--- config.mk ---
export PLATFORM = sky130hd
export DESIGN_NAME = hysteresis_onoff_controller
export DESIGN_NICKNAME = d
export VERILOG_FILES = /design/src/rtl/hoc_pkg.sv /design/src/rtl/hoc_div.sv /design/src/rtl/hoc_datapath.sv /design/src/rtl/hoc_ctrl.sv /design/src/rtl/hysteresis_onoff_controller.sv
export VERILOG_INCLUDE_DIRS = /design/src /design/src/rtl
export SDC_FILE = /design/constraint.sdc
export NUM_CORES = 1
export LEC_CHECK = 0
export BUFFER_PORTS_ARGS = -buffer_cell sky130_fd_sc_hd__buf_4
export CORE_ASPECT_RATIO = 1.2
export CORE_MARGIN = 2
export CORE_UTILIZATION = 30
export CTS_BUF_LIST = sky130_fd_sc_hd__clkbuf_16
export CTS_CLUSTER_DIAMETER = 120
export DETAILED_ROUTE_END_ITERATION = 10
export SYNTH_ARGS = -nofsm -noshare
export SYNTH_HDL_FRONTEND = slang
export SYNTH_SLANG_ARGS = --single-unit
--- constraint.sdc ---
create_clock -name clk -period 16.7 [get_ports clk]
set_clock_uncertainty 0.1 [all_clocks]
set_input_delay 2.505 -clock clk [delete_from_list [all_inputs] [get_ports clk]]
set_output_delay 2.505 -clock clk [all_outputs]
set_load 0.1 [all_outputs]
--- src/rtl/hysteresis_onoff_controller_macros.svh ---
// Assertion macros for the controller RTL.
`ifndef HYSTERESIS_ONOFF_CONTROLLER_MACROS_SVH
`define HYSTERESIS_ONOFF_CONTROLLER_MACROS_SVH

// Same-cycle implication, clocked on clk, off during reset.
`define HOC_ASSERT_IMP(lbl, ante, cons, msg) \
    lbl: assert property (@(posedge clk) disable iff (!rst_n) (ante) |-> (cons)) \
        else $error(msg);

// Next-cycle implication, clocked on clk, off during reset.
`define HOC_ASSERT_NXT(lbl, ante, cons, msg) \
    lbl: assert property (@(posedge clk) disable iff (!rst_n) (ante) |=> (cons)) \
        else $error(msg);

`endif

--- src/rtl/hoc_pkg.sv ---
// Types and constants of the hysteresis on/off controller.
package hoc_pkg;

    localparam int TIME_BITS       = 32;
    localparam int VALUE_BITS      = 16;
    localparam int VALUE_FRAC_BITS = 4;
    localparam int HYST_BITS       = VALUE_BITS - 1;
    localparam int CFG_BITS        = (TIME_BITS > VALUE_BITS) ? TIME_BITS : VALUE_BITS;
    localparam int CNT_BITS        = $clog2(TIME_BITS);

    localparam logic [VALUE_BITS-1:0] SETPOINT_RESET = VALUE_BITS'(75 << VALUE_FRAC_BITS);
    localparam logic [TIME_BITS-1:0]  INTERVAL_RESET = TIME_BITS'(1000);

    localparam logic [2:0] OP_TICK   = 3'd0;
    localparam logic [2:0] OP_START  = 3'd1;
    localparam logic [2:0] OP_STOP   = 3'd2;
    localparam logic [2:0] OP_PAUSE  = 3'd3;
    localparam logic [2:0] OP_RESUME = 3'd4;

    localparam logic [2:0] REG_SETPOINT = 3'd0;
    localparam logic [2:0] REG_ON_HYST  = 3'd1;
    localparam logic [2:0] REG_OFF_HYST = 3'd2;
    localparam logic [2:0] REG_MIN_ON   = 3'd3;
    localparam logic [2:0] REG_MIN_OFF  = 3'd4;
    localparam logic [2:0] REG_INTERVAL = 3'd5;

    localparam logic [1:0] TR_NONE = 2'd0;
    localparam logic [1:0] TR_ON   = 2'd1;
    localparam logic [1:0] TR_OFF  = 2'd2;

    typedef struct packed {
        logic [2:0]                   opcode;
        logic [TIME_BITS-1:0]         now_ms;
        logic signed [VALUE_BITS-1:0] process_value;
        logic                         value_valid;
    } in_item_t;

    typedef struct packed {
        logic       valve_on;
        logic       pump_on;
        logic       is_running;
        logic [1:0] transition;
        logic       status_due;
    } out_item_t;

    typedef enum logic [2:0] {
        ST_IDLE,
        ST_APPLY,
        ST_EVAL,
        ST_DIV,
        ST_DONE
    } state_t;

    typedef struct packed {
        logic capture;
        logic apply;
        logic eval;
        logic div_start;
        logic out_load;
    } cmd_t;

    typedef struct packed {
        logic [2:0] op;
        logic       stat_due;
        logic       div_done;
        logic       out_free;
    } sts_t;

endpackage

--- src/rtl/hoc_div.sv ---
// Bit-serial restoring divider giving the remainder of time over interval.
module hoc_div (
    input  logic                          clk,
    input  logic                          rst_n,
    input  logic                          start,
    input  logic [hoc_pkg::TIME_BITS-1:0] dividend,
    input  logic [hoc_pkg::TIME_BITS-1:0] divisor,
    output logic                          done,
    output logic [hoc_pkg::TIME_BITS-1:0] rem
);
    import hoc_pkg::*;

    logic                 busy_reg;
    logic                 done_reg;
    logic [CNT_BITS-1:0]  cnt_reg;
    logic [TIME_BITS-1:0] rem_reg;
    logic [TIME_BITS-1:0] dvd_reg;
    logic [TIME_BITS-1:0] dsr_reg;
    logic [TIME_BITS:0]   trial;
    logic [TIME_BITS:0]   diff;
    logic [TIME_BITS-1:0] rem_next;

    assign trial    = {rem_reg, dvd_reg[TIME_BITS-1]};
    assign diff     = trial - {1'b0, dsr_reg};
    assign rem_next = diff[TIME_BITS] ? trial[TIME_BITS-1:0] : diff[TIME_BITS-1:0];

    always_ff @(posedge clk or negedge rst_n)
    begin
        if (!rst_n)
        begin
            busy_reg <= 1'b0;
            done_reg <= 1'b0;
            cnt_reg  <= '0;
        end
        else
        begin
            done_reg <= 1'b0;
            if (start)
            begin
                busy_reg <= 1'b1;
                cnt_reg  <= '0;
            end
            else if (busy_reg)
            begin
                cnt_reg <= cnt_reg + CNT_BITS'(1);
                if (cnt_reg == CNT_BITS'(TIME_BITS - 1))
                begin
                    busy_reg <= 1'b0;
                    done_reg <= 1'b1;
                end
            end
        end
    end

    always_ff @(posedge clk)
    begin
        if (start)
        begin
            rem_reg <= '0;
            dvd_reg <= dividend;
            dsr_reg <= divisor;
        end
        else if (busy_reg)
        begin
            rem_reg <= rem_next;
            dvd_reg <= {dvd_reg[TIME_BITS-2:0], 1'b0};
        end
    end

    assign done = done_reg;
    assign rem  = rem_reg;

endmodule

--- src/rtl/hoc_datapath.sv ---
// Datapath: configuration, controller state, switching rule and result register.
module hoc_datapath (
    input  logic                          clk,
    input  logic                          rst_n,
    input  logic                          cfg_we,
    input  logic [2:0]                    cfg_index,
    input  logic [hoc_pkg::CFG_BITS-1:0]  cfg_data,
    input  hoc_pkg::in_item_t             in_data,
    output hoc_pkg::out_item_t            out_data,
    output logic                          out_valid,
    input  logic                          out_ready,
    input  hoc_pkg::cmd_t                 cmd,
    output hoc_pkg::sts_t                 sts
);
    import hoc_pkg::*;

    logic signed [VALUE_BITS-1:0] setpoint_reg;
    logic [HYST_BITS-1:0]         on_hyst_reg;
    logic [HYST_BITS-1:0]         off_hyst_reg;
    logic [TIME_BITS-1:0]         min_on_reg;
    logic [TIME_BITS-1:0]         min_off_reg;
    logic [TIME_BITS-1:0]         interval_reg;

    logic                 valve_reg;
    logic                 pump_reg;
    logic                 running_reg;
    logic                 saved_reg;
    logic [TIME_BITS-1:0] dwell_reg;
    logic [TIME_BITS-1:0] pause_reg;
    logic [TIME_BITS-1:0] stat_reg;
    logic [1:0]           tr_reg;
    logic                 due_reg;
    logic                 out_valid_reg;
    in_item_t             item_reg;
    out_item_t            out_reg;

    logic [TIME_BITS-1:0]         now;
    logic [TIME_BITS-1:0]         iv;
    logic [TIME_BITS-1:0]         dcyc;
    logic [TIME_BITS-1:0]         dstat;
    logic signed [VALUE_BITS-1:0] pv;
    logic signed [VALUE_BITS:0]   pv_ext;
    logic signed [VALUE_BITS:0]   sp_ext;
    logic signed [VALUE_BITS:0]   sp_hi;
    logic signed [VALUE_BITS:0]   sp_lo;
    logic                         go_on;
    logic                         go_off;
    logic                         stat_due;
    logic                         div_done;
    logic [TIME_BITS-1:0]         div_rem;

    assign now    = item_reg.now_ms;
    assign iv     = (interval_reg == '0) ? TIME_BITS'(1) : interval_reg;
    assign dcyc   = now - dwell_reg;
    assign dstat  = now - stat_reg;
    assign pv     = item_reg.value_valid ? item_reg.process_value : '0;
    assign pv_ext = $signed({pv[VALUE_BITS-1], pv});
    assign sp_ext = $signed({setpoint_reg[VALUE_BITS-1], setpoint_reg});
    assign sp_hi  = sp_ext + $signed({2'b00, on_hyst_reg});
    assign sp_lo  = sp_ext - $signed({2'b00, off_hyst_reg});
    assign go_on  = (pv_ext > sp_hi) && (dcyc >= min_off_reg);
    assign go_off = (pv == '0) || ((pv_ext < sp_lo) && (dcyc >= min_on_reg));
    assign stat_due = running_reg && (dstat > iv);

    hoc_div u_div (
        .clk      (clk),
        .rst_n    (rst_n),
        .start    (cmd.div_start),
        .dividend (now),
        .divisor  (iv),
        .done     (div_done),
        .rem      (div_rem)
    );

    always_ff @(posedge clk or negedge rst_n)
    begin
        if (!rst_n)
        begin
            setpoint_reg  <= SETPOINT_RESET;
            on_hyst_reg   <= '0;
            off_hyst_reg  <= '0;
            min_on_reg    <= '0;
            min_off_reg   <= '0;
            interval_reg  <= INTERVAL_RESET;
            valve_reg     <= 1'b0;
            pump_reg      <= 1'b0;
            running_reg   <= 1'b0;
            saved_reg     <= 1'b0;
            dwell_reg     <= '0;
            pause_reg     <= '0;
            stat_reg      <= '0;
            tr_reg        <= TR_NONE;
            due_reg       <= 1'b0;
            out_valid_reg <= 1'b0;
        end
        else
        begin
            if (cfg_we)
            begin
                unique case (cfg_index)
                    REG_SETPOINT: setpoint_reg <= cfg_data[VALUE_BITS-1:0];
                    REG_ON_HYST:  on_hyst_reg  <= cfg_data[HYST_BITS-1:0];
                    REG_OFF_HYST: off_hyst_reg <= cfg_data[HYST_BITS-1:0];
                    REG_MIN_ON:   min_on_reg   <= cfg_data[TIME_BITS-1:0];
                    REG_MIN_OFF:  min_off_reg  <= cfg_data[TIME_BITS-1:0];
                    REG_INTERVAL: interval_reg <= cfg_data[TIME_BITS-1:0];
                    default: ;
                endcase
            end

            if (cmd.capture)
            begin
                tr_reg  <= TR_NONE;
                due_reg <= 1'b0;
            end

            if (cmd.apply)
            begin
                unique case (item_reg.opcode)
                    OP_START:
                    begin
                        running_reg <= 1'b1;
                        saved_reg   <= 1'b0;
                        valve_reg   <= item_reg.value_valid && (pv_ext >= sp_ext);
                        pump_reg    <= 1'b1;
                        dwell_reg   <= now;
                        due_reg     <= 1'b1;
                    end
                    OP_STOP:
                    begin
                        pump_reg    <= 1'b0;
                        valve_reg   <= 1'b0;
                        running_reg <= 1'b0;
                    end
                    OP_PAUSE:
                    begin
                        running_reg <= 1'b0;
                        saved_reg   <= valve_reg;
                        pump_reg    <= 1'b0;
                        valve_reg   <= 1'b0;
                        pause_reg   <= now;
                    end
                    OP_RESUME:
                    begin
                        running_reg <= 1'b1;
                        dwell_reg   <= dwell_reg + (now - pause_reg);
                        pump_reg    <= 1'b1;
                        valve_reg   <= saved_reg;
                    end
                    default: ;
                endcase
            end

            if (cmd.eval && running_reg)
            begin
                if (!valve_reg)
                begin
                    if (go_on)
                    begin
                        valve_reg <= 1'b1;
                        dwell_reg <= now;
                        tr_reg    <= TR_ON;
                    end
                end
                else if (go_off)
                begin
                    valve_reg <= 1'b0;
                    dwell_reg <= now;
                    tr_reg    <= TR_OFF;
                end
                if (stat_due)
                    due_reg <= 1'b1;
            end

            if (div_done)
                stat_reg <= now - div_rem;

            if (cmd.out_load)
                out_valid_reg <= 1'b1;
            else if (out_ready)
                out_valid_reg <= 1'b0;
        end
    end

    always_ff @(posedge clk)
    begin
        if (cmd.capture)
            item_reg <= in_data;
        if (cmd.out_load)
        begin
            out_reg.valve_on   <= valve_reg;
            out_reg.pump_on    <= pump_reg;
            out_reg.is_running <= running_reg;
            out_reg.transition <= tr_reg;
            out_reg.status_due <= due_reg;
        end
    end

    assign out_data     = out_reg;
    assign out_valid    = out_valid_reg;
    assign sts.op       = item_reg.opcode;
    assign sts.stat_due = stat_due;
    assign sts.div_done = div_done;
    assign sts.out_free = !out_valid_reg || out_ready;

endmodule

--- src/rtl/hoc_ctrl.sv ---
// Sequencer: steps one event through apply, evaluate, interval rounding and result load as its opcode needs.
`include "hysteresis_onoff_controller_macros.svh"

module hoc_ctrl (
    input  logic          clk,
    input  logic          rst_n,
    input  logic          in_valid,
    output logic          in_ready,
    input  hoc_pkg::sts_t sts,
    output hoc_pkg::cmd_t cmd
);
    import hoc_pkg::*;

    state_t state_reg;
    state_t state_next;

    always_ff @(posedge clk or negedge rst_n)
    begin
        if (!rst_n)
            state_reg <= ST_IDLE;
        else
            state_reg <= state_next;
    end

    always_comb
    begin
        state_next = state_reg;
        cmd        = '0;
        in_ready   = 1'b0;
        unique case (state_reg)
            ST_IDLE:
            begin
                in_ready = 1'b1;
                if (in_valid)
                begin
                    cmd.capture = 1'b1;
                    state_next  = ST_APPLY;
                end
            end
            ST_APPLY:
            begin
                cmd.apply = 1'b1;
                case (sts.op) inside
                    OP_TICK, OP_RESUME: state_next = ST_EVAL;
                    OP_START:
                    begin
                        cmd.div_start = 1'b1;
                        state_next    = ST_DIV;
                    end
                    default: state_next = ST_DONE;
                endcase
            end
            ST_EVAL:
            begin
                cmd.eval = 1'b1;
                if (sts.stat_due)
                begin
                    cmd.div_start = 1'b1;
                    state_next    = ST_DIV;
                end
                else
                    state_next = ST_DONE;
            end
            ST_DIV:
            begin
                if (sts.div_done)
                    state_next = ST_DONE;
            end
            ST_DONE:
            begin
                if (sts.out_free)
                begin
                    cmd.out_load = 1'b1;
                    state_next   = ST_IDLE;
                end
            end
            default: state_next = ST_IDLE;
        endcase
    end

    `HOC_ASSERT_NXT(a_div_start_enters_div, cmd.div_start, state_reg == ST_DIV, "divider started outside rounding step")
    `HOC_ASSERT_IMP(a_div_done_in_div, sts.div_done, state_reg == ST_DIV, "divider finished while not awaited")
    `HOC_ASSERT_NXT(a_load_returns_idle, cmd.out_load, state_reg == ST_IDLE && sts.op == $past(sts.op), "result loaded without return to idle")

endmodule

--- src/rtl/hysteresis_onoff_controller.sv ---
// Top level of the hysteresis on/off valve controller.
// One event is taken at a time. Stop, pause and unknown opcodes step through apply and
// result load; tick and resume step through apply, evaluate and result load. Start, and a
// tick or resume that finds a status interval passed, also pass a rounding step in which
// the status marker is rounded down to the interval by a one-bit-per-cycle remainder
// unit of 32 steps. The result load waits until the output register is free.
// The result sits in an output register, so a new event is taken as soon as the
// block is back in idle even while the previous result waits for its transfer.
// Configuration writes take effect at once and belong in idle periods.
module hysteresis_onoff_controller (
    input  logic                         clk,
    input  logic                         rst_n,
    input  logic                         cfg_we,
    input  logic [2:0]                   cfg_index,
    input  logic [hoc_pkg::CFG_BITS-1:0] cfg_data,
    input  logic                         in_valid,
    output logic                         in_ready,
    input  hoc_pkg::in_item_t            in_data,
    output logic                         out_valid,
    input  logic                         out_ready,
    output hoc_pkg::out_item_t           out_data
);
    import hoc_pkg::*;

    cmd_t cmd;
    sts_t sts;

    hoc_ctrl u_ctrl (
        .clk      (clk),
        .rst_n    (rst_n),
        .in_valid (in_valid),
        .in_ready (in_ready),
        .sts      (sts),
        .cmd      (cmd)
    );

    hoc_datapath u_dp (
        .clk       (clk),
        .rst_n     (rst_n),
        .cfg_we    (cfg_we),
        .cfg_index (cfg_index),
        .cfg_data  (cfg_data),
        .in_data   (in_data),
        .out_data  (out_data),
        .out_valid (out_valid),
        .out_ready (out_ready),
        .cmd       (cmd),
        .sts       (sts)
    );

endmodule
==> flow_summary.json, run 1 <==
{
  "routed_wl_mm": 81.7,
  "syn_area_um2": 29200,
  "syn-mean-instance-area_um2": 9.35,
  "core_um2": 96700,
  "yosysMostFrequentCell": "inv_1",
  "fmax_mhz": 146,
  "crit_type": "reg -> reg",
  "cts_max_path_buffers": 3,
  "area_growth_pct": 13.2,
  "grt_pass1_vias": 21800,
  "ys_ff_latch": 408,
  "overflow": 0,
  "antenna_found_initial": 1,
  "yosys_most_used_dff": "dfrtp_1",
  "synthTopCellsByCount": "inv_1 (394), ha_1 (334), nand2_1 (247)",
  "clock_latency_ns": 0.65,
  "gp_congestion": 0.919,
  "synth_nets": 3590,
  "final_nets": 3646,
  "pin_count": 100,
  "synth_cells": 3127,
  "cts.clk_slew.worst_paths_ns": 0.06,
  "dr_total_vias": 22400,
  "layout_min_cycle_time_ns": 6.84,
  "power_frac_clock_pct": 15.2,
  "cp_max_fo": 21,
  "maxCapViolCount": 0,
  "fin_crit_sh_pct": 41.0,
  "synth_top_cell_by_area": "dfrtp_1",
  "cts_setup_buffers": 0,
  "synth.top_cell.area_share_pct": 21.0,
  "place_area_um2": 31300,
  "dieHeight_um": 346,
  "drive_above_1_share_pct": 11.0,
  "rows": 125,
  "post-route-util_pct": 34.3,
  "tns_ns": 0,
  "cts_sinks": 408,
  "worstPathArrival_ns": 7.28,
  "dieArea_um2": 100000,
  "cts_tree": "built",
  "fin_area_um2": 33100,
  "crit_path_start_kind": "register",
  "vdd_ir_drop_max_mv": 0.101,
  "synth_edf_count": 121,
  "setup_viol": 0,
  "ctsResizeCount": 0,
  "grt_start_max_net_pins": 79,
  "worstMarginPinSlew_ns": 1.04,
  "endpoint_kind": "register",
  "h-tree-depth": 2,
  "slew_violations": 0,
  "p_sw_share_pct": 46.4,
  "drc_errors": 0,
  "synth_top_cells_by_area": "dfrtp_1 (21%), ha_1 (14%), edfxtp_1 (12%), inv_1 (5.1%), mux2_2 (4.4%)",
  "yosysUniqueCellTypes": 83,
  "async_flop_share_pct": 62.5,
  "hp-class": "reg -> reg",
  "die_w_um": 289,
  "hold_viol_final": 0,
  "initialDrtViolationCount": 1438,
  "cts-root-buf": "clkbuf_16",
  "numCtsBuffers": 51,
  "numPortBuffers": 99,
  "worstPathRequired_ns": 17.14,
  "finalWorstSetupSlack_ns": 9.86,
  "synth-warning-count": 0,
  "cts.hold.buffers_added": 0,
  "internal_power_mw": 4.10,
  "firstDrtPassIters": 5,
  "slew-limit-headroom_pct": 30.8,
  "p_comb_share_pct": 63.2,
  "rsz0062_at_grt": "false",
  "p_per_area_nw_per_um2": 231,
  "synth-seq-area-share_pct": 36.5,
  "initial_core_util_pct": 30.3,
  "dpl_worst_slack_ns": 9.93,
  "grt_pass1_wl_mm": 127,
  "p_sw_mw": 3.54,
  "vias_per_cell": 4.98,
  "groute.usage.overall_pct": 16.2,
  "hpwlAfterDp_mm": 62.4,
  "r2r_setup_slack_ns": 9.86,
  "wl_per_cell_um": 18.2,
  "seq_power_share_pct": 21.6,
  "outcome": "finished, final reports clean",
  "p_leak_nw": 15.2,
  "ant_nets": 0
}
==> metrics by stage <==
step           power, mW  cells  hold slack [ns]
2_1_floorplan       5.25   3127            0.325
3_3_place_gp        6.39   4400            0.377
3_5_place_dp        6.45   4400            0.368
4_1_cts             7.67   4496            0.373
5_1_grt             8.34   4496            0.385
6_report            7.64   4497            0.373
==> worst paths after layout <==
kind	from	to	cells after the start
setup / recovery	u_dp.now[0]	u_dp.dwell_reg[31]	24
setup reg to reg	u_dp.now[0]	u_dp.dwell_reg[31]	24
hold reg to reg	u_dp.tr_reg[1]	u_dp.out_data[2]	0
max in group asynchronous	rst_n	u_dp.on_hyst_reg[8]	3
hold / removal	u_dp.tr_reg[1]	u_dp.out_data[2]	0
min in group asynchronous	rst_n	u_dp.pause_reg[21]	1
==> routing by layer <==
metal  share of wire [%]  routed length [um]  global-route usage, %  up-vias
li1                    -                   -                      -    11100
met1                  45               36800                   21.3    10800
met2                  48               39300                   27.5      422
met3                 3.9                3220                   2.05       99
met4                 2.9                2380                   4.77        0
met5                   0                   0                      0        -
==> power by group through the flow <==
stage	Combinational, mW	Clock [mW]	Sequential (mW)
global route	5.43	1.23	1.69
CTS	4.83	1.19	1.65
floorplan	3.68	0	1.57
finish	4.83	1.16	1.65
global placement	4.74	0	1.66
detailed placement	4.79	0	1.66
==> layout by cell type, fill, tap and decap left out, drive strengths merged, types with 25 or more instances in the layout <==
master	n
o21a	32
a21oi	200
nand2	247
xor2	61
nor2	166
buf	119
nor2b	29
dfxtp	32
nor3	43
and2	28
ha	334
a21o	111
edfxtp	121
a211oi	46
nand4	32
o21ai	225
inv	407
and3	25
mux2	116
clkbuf	54
xnor2	103
nand2b	25
dfrtp	245
fa	37
nand3	52
mux2i	42
==> area by class of cell <==
class                      count  area (um2)
fill                       10000       63500
multi-input combinational   2209       16700
clock inverter                42         429
sequential                   408       10700
antenna                        1        2.50
timing repair buffer         119         901
inverter                     394        1480
clock buffer                  54        1350
tap                         1270        1590
==> kinds of logic (layout without fill, tap and decap cells) <==
| family | after synthesis | after routing | share of synthesized area (%) |
|---|---|---|---|
| adder cells (fa/ha/maj) | 371 | 371 | 16.8 |
| other | 0 | 1 | 0 |
| XOR/XNOR | 164 | 164 | 4.91 |
| AO/OA/AOI/OAI | 814 | 814 | 18.0 |
| buffers and inverters | 510 | 609 | 6.65 |
| flip-flops | 408 | 408 | 36.5 |
| multiplexers | 158 | 158 | 5.90 |
| AND/OR/NAND/NOR | 702 | 702 | 11.2 |
==> worst max-delay path, cell delays in order, from the launching register on <==
cell and delay (ns):
edfxtp_1 0.42, inv_1 0.20, ha_1 0.19, inv_1 0.05, fa_1 0.40, a21o_1 0.19
nand4_1 0.13, a21bo_2 0.16, a21oi_1 0.13, o41ai_1 0.45, o21ai_0 0.21, o41a_1 0.40
a21o_1 0.20, a21oi_1 0.17, xnor2_1 0.19, ha_1 0.30, nand2_1 0.08, nor2_1 0.04
a2111oi_0 0.35, o211ai_1 0.21, a2111o_1 0.43, o21ai_1 0.47, and2_1 0.90, a32o_1 0.29
a211o_1 0.09
Power figures use the tool's default switching activity.
==> run 2: changes to the inputs <==
Settings changed: ABC_AREA set to 1.
Clock period 16.7 ns to 5.61 ns, I/O delays scaled along.
==> run 2 against run 1 <==
Effect of this change: synthesized area up 9.1%; register-to-register slack lost 9.2 ns; fmax increased by 39%; via count up 27%; wire length rose by 34%; sequential power rose to 3.0 times the previous value; global-route usage grew 3.8 points; largest power group unchanged; highest routed layer unchanged.
==> flow_summary.json, run 2 <==
{
  "p_leak_nw": 18.0,
  "h-tree-depth": 2,
  "slew-limit-headroom_pct": 21.8,
  "p_sw_mw": 13.3,
  "synth_top_cell_by_area": "dfrtp_1",
  "synthTopCellsByCount": "nand2_1 (1112), inv_1 (739), o21ai_0 (347)",
  "synth-warning-count": 0,
  "p_per_area_nw_per_um2": 707,
  "antenna_found_initial": 1,
  "cp_max_fo": 14,
  "final_common_cell": "nand2_1",
  "cts_max_path_buffers": 3,
  "grt_pass1_vias": 28500,
  "seq_power_share_pct": 19.5,
  "finalWorstSetupSlack_ns": 0.675,
  "hp-class": "in -> async",
  "internal_power_mw": 12.1,
  "async_flop_share_pct": 62.5,
  "synth_nets": 4805,
  "path_buf_inv": 3,
  "cp.depth": 25,
  "rsz0062_at_grt": "false",
  "synth-seq-area-share_pct": 33.4,
  "outcome": "finished, final reports clean",
  "power_frac_clock_pct": 13.7,
  "fin_crit_sh_pct": 88.0,
  "vias_per_cell": 4.88,
  "diodes": 0,
  "r2r_cells": 25,
  "yosysUniqueCellTypes": 59,
  "ys_ff_latch": 408,
  "groute.usage.overall_pct": 20.0,
  "syn_area_um2": 31900,
  "worstMarginPinSlew_ns": 1.17,
  "dr_total_vias": 28600,
  "cts.clk_slew.worst_paths_ns": 0.06,
  "final_cell_mix": "nand2_1 (1109), inv_1 (750), o21ai_0 (347), ha_1 (334), a21oi_1 (287)",
  "fmax_mhz": 203,
  "critPathMaxStageDelay_ns": 0.41,
  "crit_path_start_kind": "register",
  "core_um2": 106000,
  "cts.hold.buffers_added": 0,
  "worstPathRequired_ns": 6.02,
  "cts_setup_buffers": 0,
  "synth_top_cells_by_area": "dfrtp_1 (19%), ha_1 (13%), nand2_1 (13%), edfxtp_1 (11%), inv_1 (8.7%)",
  "vdd_ir_drop_max_mv": 0.330,
  "layout_min_cycle_time_ns": 4.94,
  "initial_core_util_pct": 30.1,
  "cts-root-buf": "clkbuf_16",
  "die_w_um": 302,
  "p_comb_share_pct": 66.8,
  "yosys_most_used_dff": "dfrtp_1",
  "wl_per_cell_um": 18.7,
  "numPortBuffers": 99,
  "pin_count": 100,
  "clock_latency_ns": 0.63,
  "slew_violations": 0,
  "p_total_mw": 25.4,
  "p_sw_share_pct": 52.2,
  "overflow": 0,
  "routed_wl_mm": 110,
  "cpMaxStageDelayCell": "edfxtp_1",
  "syn-mean-instance-area_um2": 7.35,
  "crit_type": "reg -> reg",
  "ctsResizeCount": 0,
  "gp_congestion": 0.955,
  "dieHeight_um": 361,
  "yosysMostFrequentCell": "nand2_1",
  "synth_cells": 4342,
  "endpoint_kind": "register",
  "cts_tree": "built",
  "rows": 131,
  "maxCapViolCount": 0,
  "synth_edf_count": 121,
  "dieArea_um2": 109000,
  "path_delay_family": "simple AND/OR/NAND/NOR gates",
  "numCtsBuffers": 52,
  "ant_nets": 0,
  "worstPathArrival_ns": 5.34,
  "hold_viol_final": 0,
  "final_nets": 4877,
  "tns_ns": 0,
  "synth.top_cell.area_share_pct": 19.2,
  "firstDrtPassIters": 6,
  "initialDrtViolationCount": 2299,
  "hpwlAfterDp_mm": 88.2,
  "drive_above_1_share_pct": 6.42,
  "area_growth_pct": 12.6,
  "dpl_worst_slack_ns": 0.672,
  "grt_pass1_wl_mm": 167,
  "grt_start_max_net_pins": 149,
  "drc_errors": 0,
  "cts_sinks": 408,
  "crit_top_cell": "nand2_1",
  "setup_viol": 0
}
run 2: cell count changes in the layout (fill, tap and decap cells not counted), sizes merged, moves of 25 or more:
cell    before   now
o21ai      225   376
mux2i       42     0
a21o       111    27
nand3       52   196
nand2      247  1128
mux2       116     0
a211oi      46     3
nor2       166   288
nor2b       29     0
xnor2      103    50
inv        407   761
nand2b      25     0
a21oi      200   291
run 2: layout make-up:
class / instances / area [um2]
inverter: 744 / 2800
timing repair buffer: 130 / 1010
sequential: 408 / 10700
clock buffer: 55 / 1380
multi-input combinational: 3078 / 17900
fill: 11400 / 70000
tap: 1396 / 1750
clock inverter: 43 / 413
run 2: metrics by stage:
step / util [%] / hold slack (ns) / cells / area (um2)
final: 33.9 / 0.0487 / 5854 / 35900
after detailed placement: 32.2 / 0.365 / 5756 / 34100
after CTS: 33.9 / 0.0481 / 5854 / 35900
after global placement: 32.2 / 0.361 / 5756 / 34100
after floorplan: - / 0.325 / 4342 / 31900
after global routing: 33.9 / 0.0901 / 5854 / 35900
run 2: power by group through the flow:
stage	clock network, mW	registers (mW)	logic, mW
after global placement	0	4.96	16.7
after floorplan	0	4.71	12.3
after global routing	3.67	5.04	19.4
after CTS	3.57	4.93	17.0
final	3.49	4.95	17.0
after detailed placement	0	4.97	16.9
run 2: path summary, 6_finish.rpt:
check	to	start	slack [ns]
min in group clk	u_dp.now[30]	in_data[47]	0.29
worst min-delay path	u_dp.pause_reg[6]	rst_n	0.05
worst max-delay path	u_dp.dwell_reg[20]	u_dp.now[0]	0.67
max in group asynchronous	u_dp.interval_reg[14]	rst_n	4.07
worst min register to register	u_dp.u_div.rem[21]	u_dp.u_div.rem[21]	0.38
worst max register to register	u_dp.dwell_reg[20]	u_dp.now[0]	0.67
run 2: cells by family after synthesis:
group | after synthesis | share of synthesized area [%]
AO/OA/AOI/OAI | 817 | 14.0
XOR/XNOR | 118 | 3.24
adder cells (fa/ha/maj) | 371 | 15.4
buffers and inverters | 856 | 10.5
flip-flops | 408 | 33.4
AND/OR/NAND/NOR | 1772 | 23.4
run 2: worst register-to-register path, stage by stage (launching register included):
cell and delay [ns]:
edfxtp_1 0.41, inv_1 0.24, ha_1 0.20, inv_1 0.06, fa_1 0.39, nand3_1 0.08, nand2_1 0.14, a31oi_1 0.27
o21ai_1 0.18, a21boi_0 0.30, xor2_1 0.35, ha_1 0.31, nand2_1 0.07, inv_1 0.05, nand2_1 0.06, nand2_1 0.04
nand2_1 0.05, nand2_1 0.05, a21oi_1 0.19, nand3_1 0.18, nand2_1 0.13, nand2_1 0.07, nand2_2 0.25, nand3_1 0.39
nand2_1 0.19, nand2_1 0.06
run 2: per-layer routing:
| layer | part of all wire (%) | wire length [um] | track usage [%] |
|---|---|---|---|
| met1 | 40 | 43800 | 23.1 |
| met2 | 51 | 55500 | 36.6 |
| met3 | 4.2 | 4600 | 2.23 |
| met4 | 5.2 | 5700 | 9.45 |
| met5 | 0 | 0 | 0 |
==> run 3: changes to the inputs <==
Settings changed: SYNTH_HIERARCHICAL set to 1.
==> run 3 against run 2 <==
Effect of this change: flip-flop and latch count is the same; register-to-register slack worse by 0.17 ns; combinational power is 4% higher; non-clock buffer count rose by 15; critical path depth up 3; largest power group unchanged; highest routed layer unchanged; first-iteration DRC count shrank 0.74%; design area rose by 2.0%; clock power decreased by 12%; largest cell class unchanged; die area up 2.6%; sequential power shrank 1%; utilization barely moved; hold slack improved by 0.063 ns.
==> flow_summary.json, run 3 <==
{
  "worstMarginPinSlew_ns": 1.11,
  "r2r_cells": 28,
  "grt_pass1_vias": 29200,
  "numCtsBuffers": 48,
  "cts.clk_slew.worst_paths_ns": 0.07,
  "p_per_area_nw_per_um2": 698,
  "clock_latency_ns": 0.66,
  "crit_top_cell": "nand2_1",
  "firstDrtPassIters": 7,
  "antenna_found_initial": 1,
  "crit_type": "reg -> reg",
  "die_w_um": 306,
  "crit_path_start_kind": "register",
  "hold_viol_final": 0,
  "cts_tree": "built",
  "synth-seq-area-share_pct": 32.6,
  "synth_nets": 5083,
  "power_frac_clock_pct": 12.0,
  "area_growth_pct": 11.8,
  "p_sw_share_pct": 53.8,
  "dieHeight_um": 366,
  "diodes": 0,
  "ant_nets": 0,
  "slew-limit-headroom_pct": 25.4,
  "r2r_setup_slack_ns": 0.50,
  "initialDrtViolationCount": 2282,
  "synth_edf_count": 121,
  "final_cell_mix": "nand2_1 (1329), inv_1 (890), ha_1 (334), o21ai_0 (298), nor2_1 (266)",
  "path_delay_family": "simple AND/OR/NAND/NOR gates",
  "finalWorstSetupSlack_ns": 0.500,
  "wl_per_cell_um": 18.0,
  "p_leak_nw": 19.0,
  "cp.depth": 28,
  "h-tree-depth": 2,
  "fin_cells": 6149,
  "routed_wl_mm": 110,
  "groute.usage.overall_pct": 19.5,
  "p_sw_mw": 13.8,
  "syn_area_um2": 32700,
  "outcome": "finished, final reports clean",
  "p_total_mw": 25.6,
  "dieArea_um2": 112000,
  "grt_start_max_net_pins": 127,
  "cts_max_path_buffers": 3,
  "overflow": 0,
  "setup.worst_path.start": "u_dp/now[0]",
  "async_flop_share_pct": 62.5,
  "tns_ns": 0,
  "dpl.cell_count": 6058,
  "synthSimpleGateAreaFrac_pct": 25.9,
  "yosysMostFrequentCell": "nand2_1",
  "synth_top_cell_by_area": "dfrtp_1",
  "yosys_most_used_dff": "dfrtp_1",
  "hp-class": "in -> async",
  "rsz0062_at_grt": "false",
  "internal_power_mw": 11.8,
  "synth-warning-count": 6,
  "vdd_ir_drop_max_mv": 0.523,
  "vias_per_cell": 4.82,
  "cts.hold.buffers_added": 0,
  "drc_errors": 0,
  "setup_viol": 0,
  "endpoint_kind": "register",
  "cts_sinks": 408,
  "numPortBuffers": 99,
  "synthTopCellsByCount": "nand2_1 (1333), inv_1 (883), ha_1 (334)",
  "grt_pass1_wl_mm": 170,
  "ys_ff_latch": 408,
  "reg2reg_from": "u_dp/now[0]",
  "cp_max_fo": 16,
  "dr_total_vias": 29600,
  "initial_core_util_pct": 30.3,
  "gp_congestion": 0.965,
  "final_nets": 5166,
  "post-route-util_pct": 33.9,
  "cts-root-buf": "clkbuf_16",
  "dpl_worst_slack_ns": 0.302,
  "worstPathRequired_ns": 5.90,
  "rows": 132,
  "final_common_cell": "nand2_1",
  "seq_power_share_pct": 19.2,
  "slew_violations": 0,
  "critPathMaxStageDelay_ns": 0.42,
  "fmax_mhz": 196,
  "synth.area.mux_share_pct": 0,
  "whs_ns": 0.111,
  "synth-compound-area-share_pct": 11.6,
  "p_comb_share_pct": 68.8,
  "synth_top_cells_by_area": "dfrtp_1 (19%), nand2_1 (15%), ha_1 (13%), edfxtp_1 (11%), inv_1 (10%)",
  "core_um2": 108000,
  "fin_crit_sh_pct": 91.1,
  "layout_min_cycle_time_ns": 5.11,
  "cpMaxStageDelayCell": "edfxtp_1",
  "hpwlAfterDp_mm": 88.2,
  "path_buf_inv": 4,
  "synth_top_family_by_area": "simple AND/OR/NAND/NOR gates",
  "synth_xor_area_share_pct": 2.94,
  "place_area_um2": 35100,
  "crit_end": "u_dp/u_div/dvd_reg[28]",
  "maxCapViolCount": 0,
  "worstPathArrival_ns": 5.39,
  "synth-adder-area-share_pct": 15.0,
  "synth.top_cell.area_share_pct": 18.7,
  "synth_cells": 4620,
  "syn-mean-instance-area_um2": 7.09,
  "yosysUniqueCellTypes": 57,
  "pin_count": 100,
  "r2r_end": "u_dp/u_div/dvd_reg[28]",
  "fin_area_um2": 36600,
  "drive_above_1_share_pct": 6.68
}
==> run 3: cell count changes after synthesis, sizes merged, moves of 8 or more <==
cell,delta
nand2,+242
inv,+148
o21ai,-66
a21oi,-35
nand3,+22
a21boi,-9
clkbuf,+8
nor3,+8
==> run 3: worst min path at each step <==
stage / slack (ns) / from / cells after the start / endpoint
4_1_cts: 0.11 / rst_n / 1 / u_dp/interval_reg[22]
3_5_place_dp: 0.35 / u_dp/tr_reg[1] / 0 / u_dp/out_data[2]
3_3_place_gp: 0.36 / u_dp/tr_reg[0] / 0 / u_dp/out_data[1]
5_1_grt: 0.16 / rst_n / 1 / u_dp/u_div/cnt_reg[3]
6_report: 0.11 / rst_n / 1 / u_dp/u_div/cnt_reg[3]
2_1_floorplan: 0.33 / u_dp/due_reg / 0 / u_dp/out_data[0]
==> run 3: power groups by stage <==
stage / Clock, mW / Combinational (mW) / Sequential [mW]
floorplan: 0 / 12.6 / 4.75
global placement: 0 / 17.2 / 4.95
CTS: 3.16 / 17.5 / 4.91
finish: 3.08 / 17.6 / 4.90
global route: 3.27 / 20.0 / 5.02
detailed placement: 0 / 17.4 / 4.95
==> run 3: layout make-up <==
class	count	area [um2]
fill	11700	71400
multi-input combinational	3206	18200
sequential	408	10700
inverter	893	3360
tap	1407	1760
clock buffer	50	1250
timing repair buffer	145	1130
clock inverter	39	253
timing repair inverter	1	7.51
==> run 3: routing by layer <==
metal	global-route usage, %	vias up	wire length [um]
li1	-	14800	-
met1	24.0	13900	46700
met2	34.9	691	54700
met3	1.64	210	4240
met4	8.17	0	4800
met5	0	-	0
==> run 3: kinds of logic after synthesis <==
group           count (synthesis)
fa+ha+maj                     371
compound gates                697
xor+xnor                      110
buf+inv                      1006
simple gates                 2028
flops                         408
==> run 3: what timing repair did <==
item | 4_1_cts | 5_1_grt
setup buffers | 0 | 1
resized for setup | 0 | 6
endpoints found under the setup margin | 0 | 97
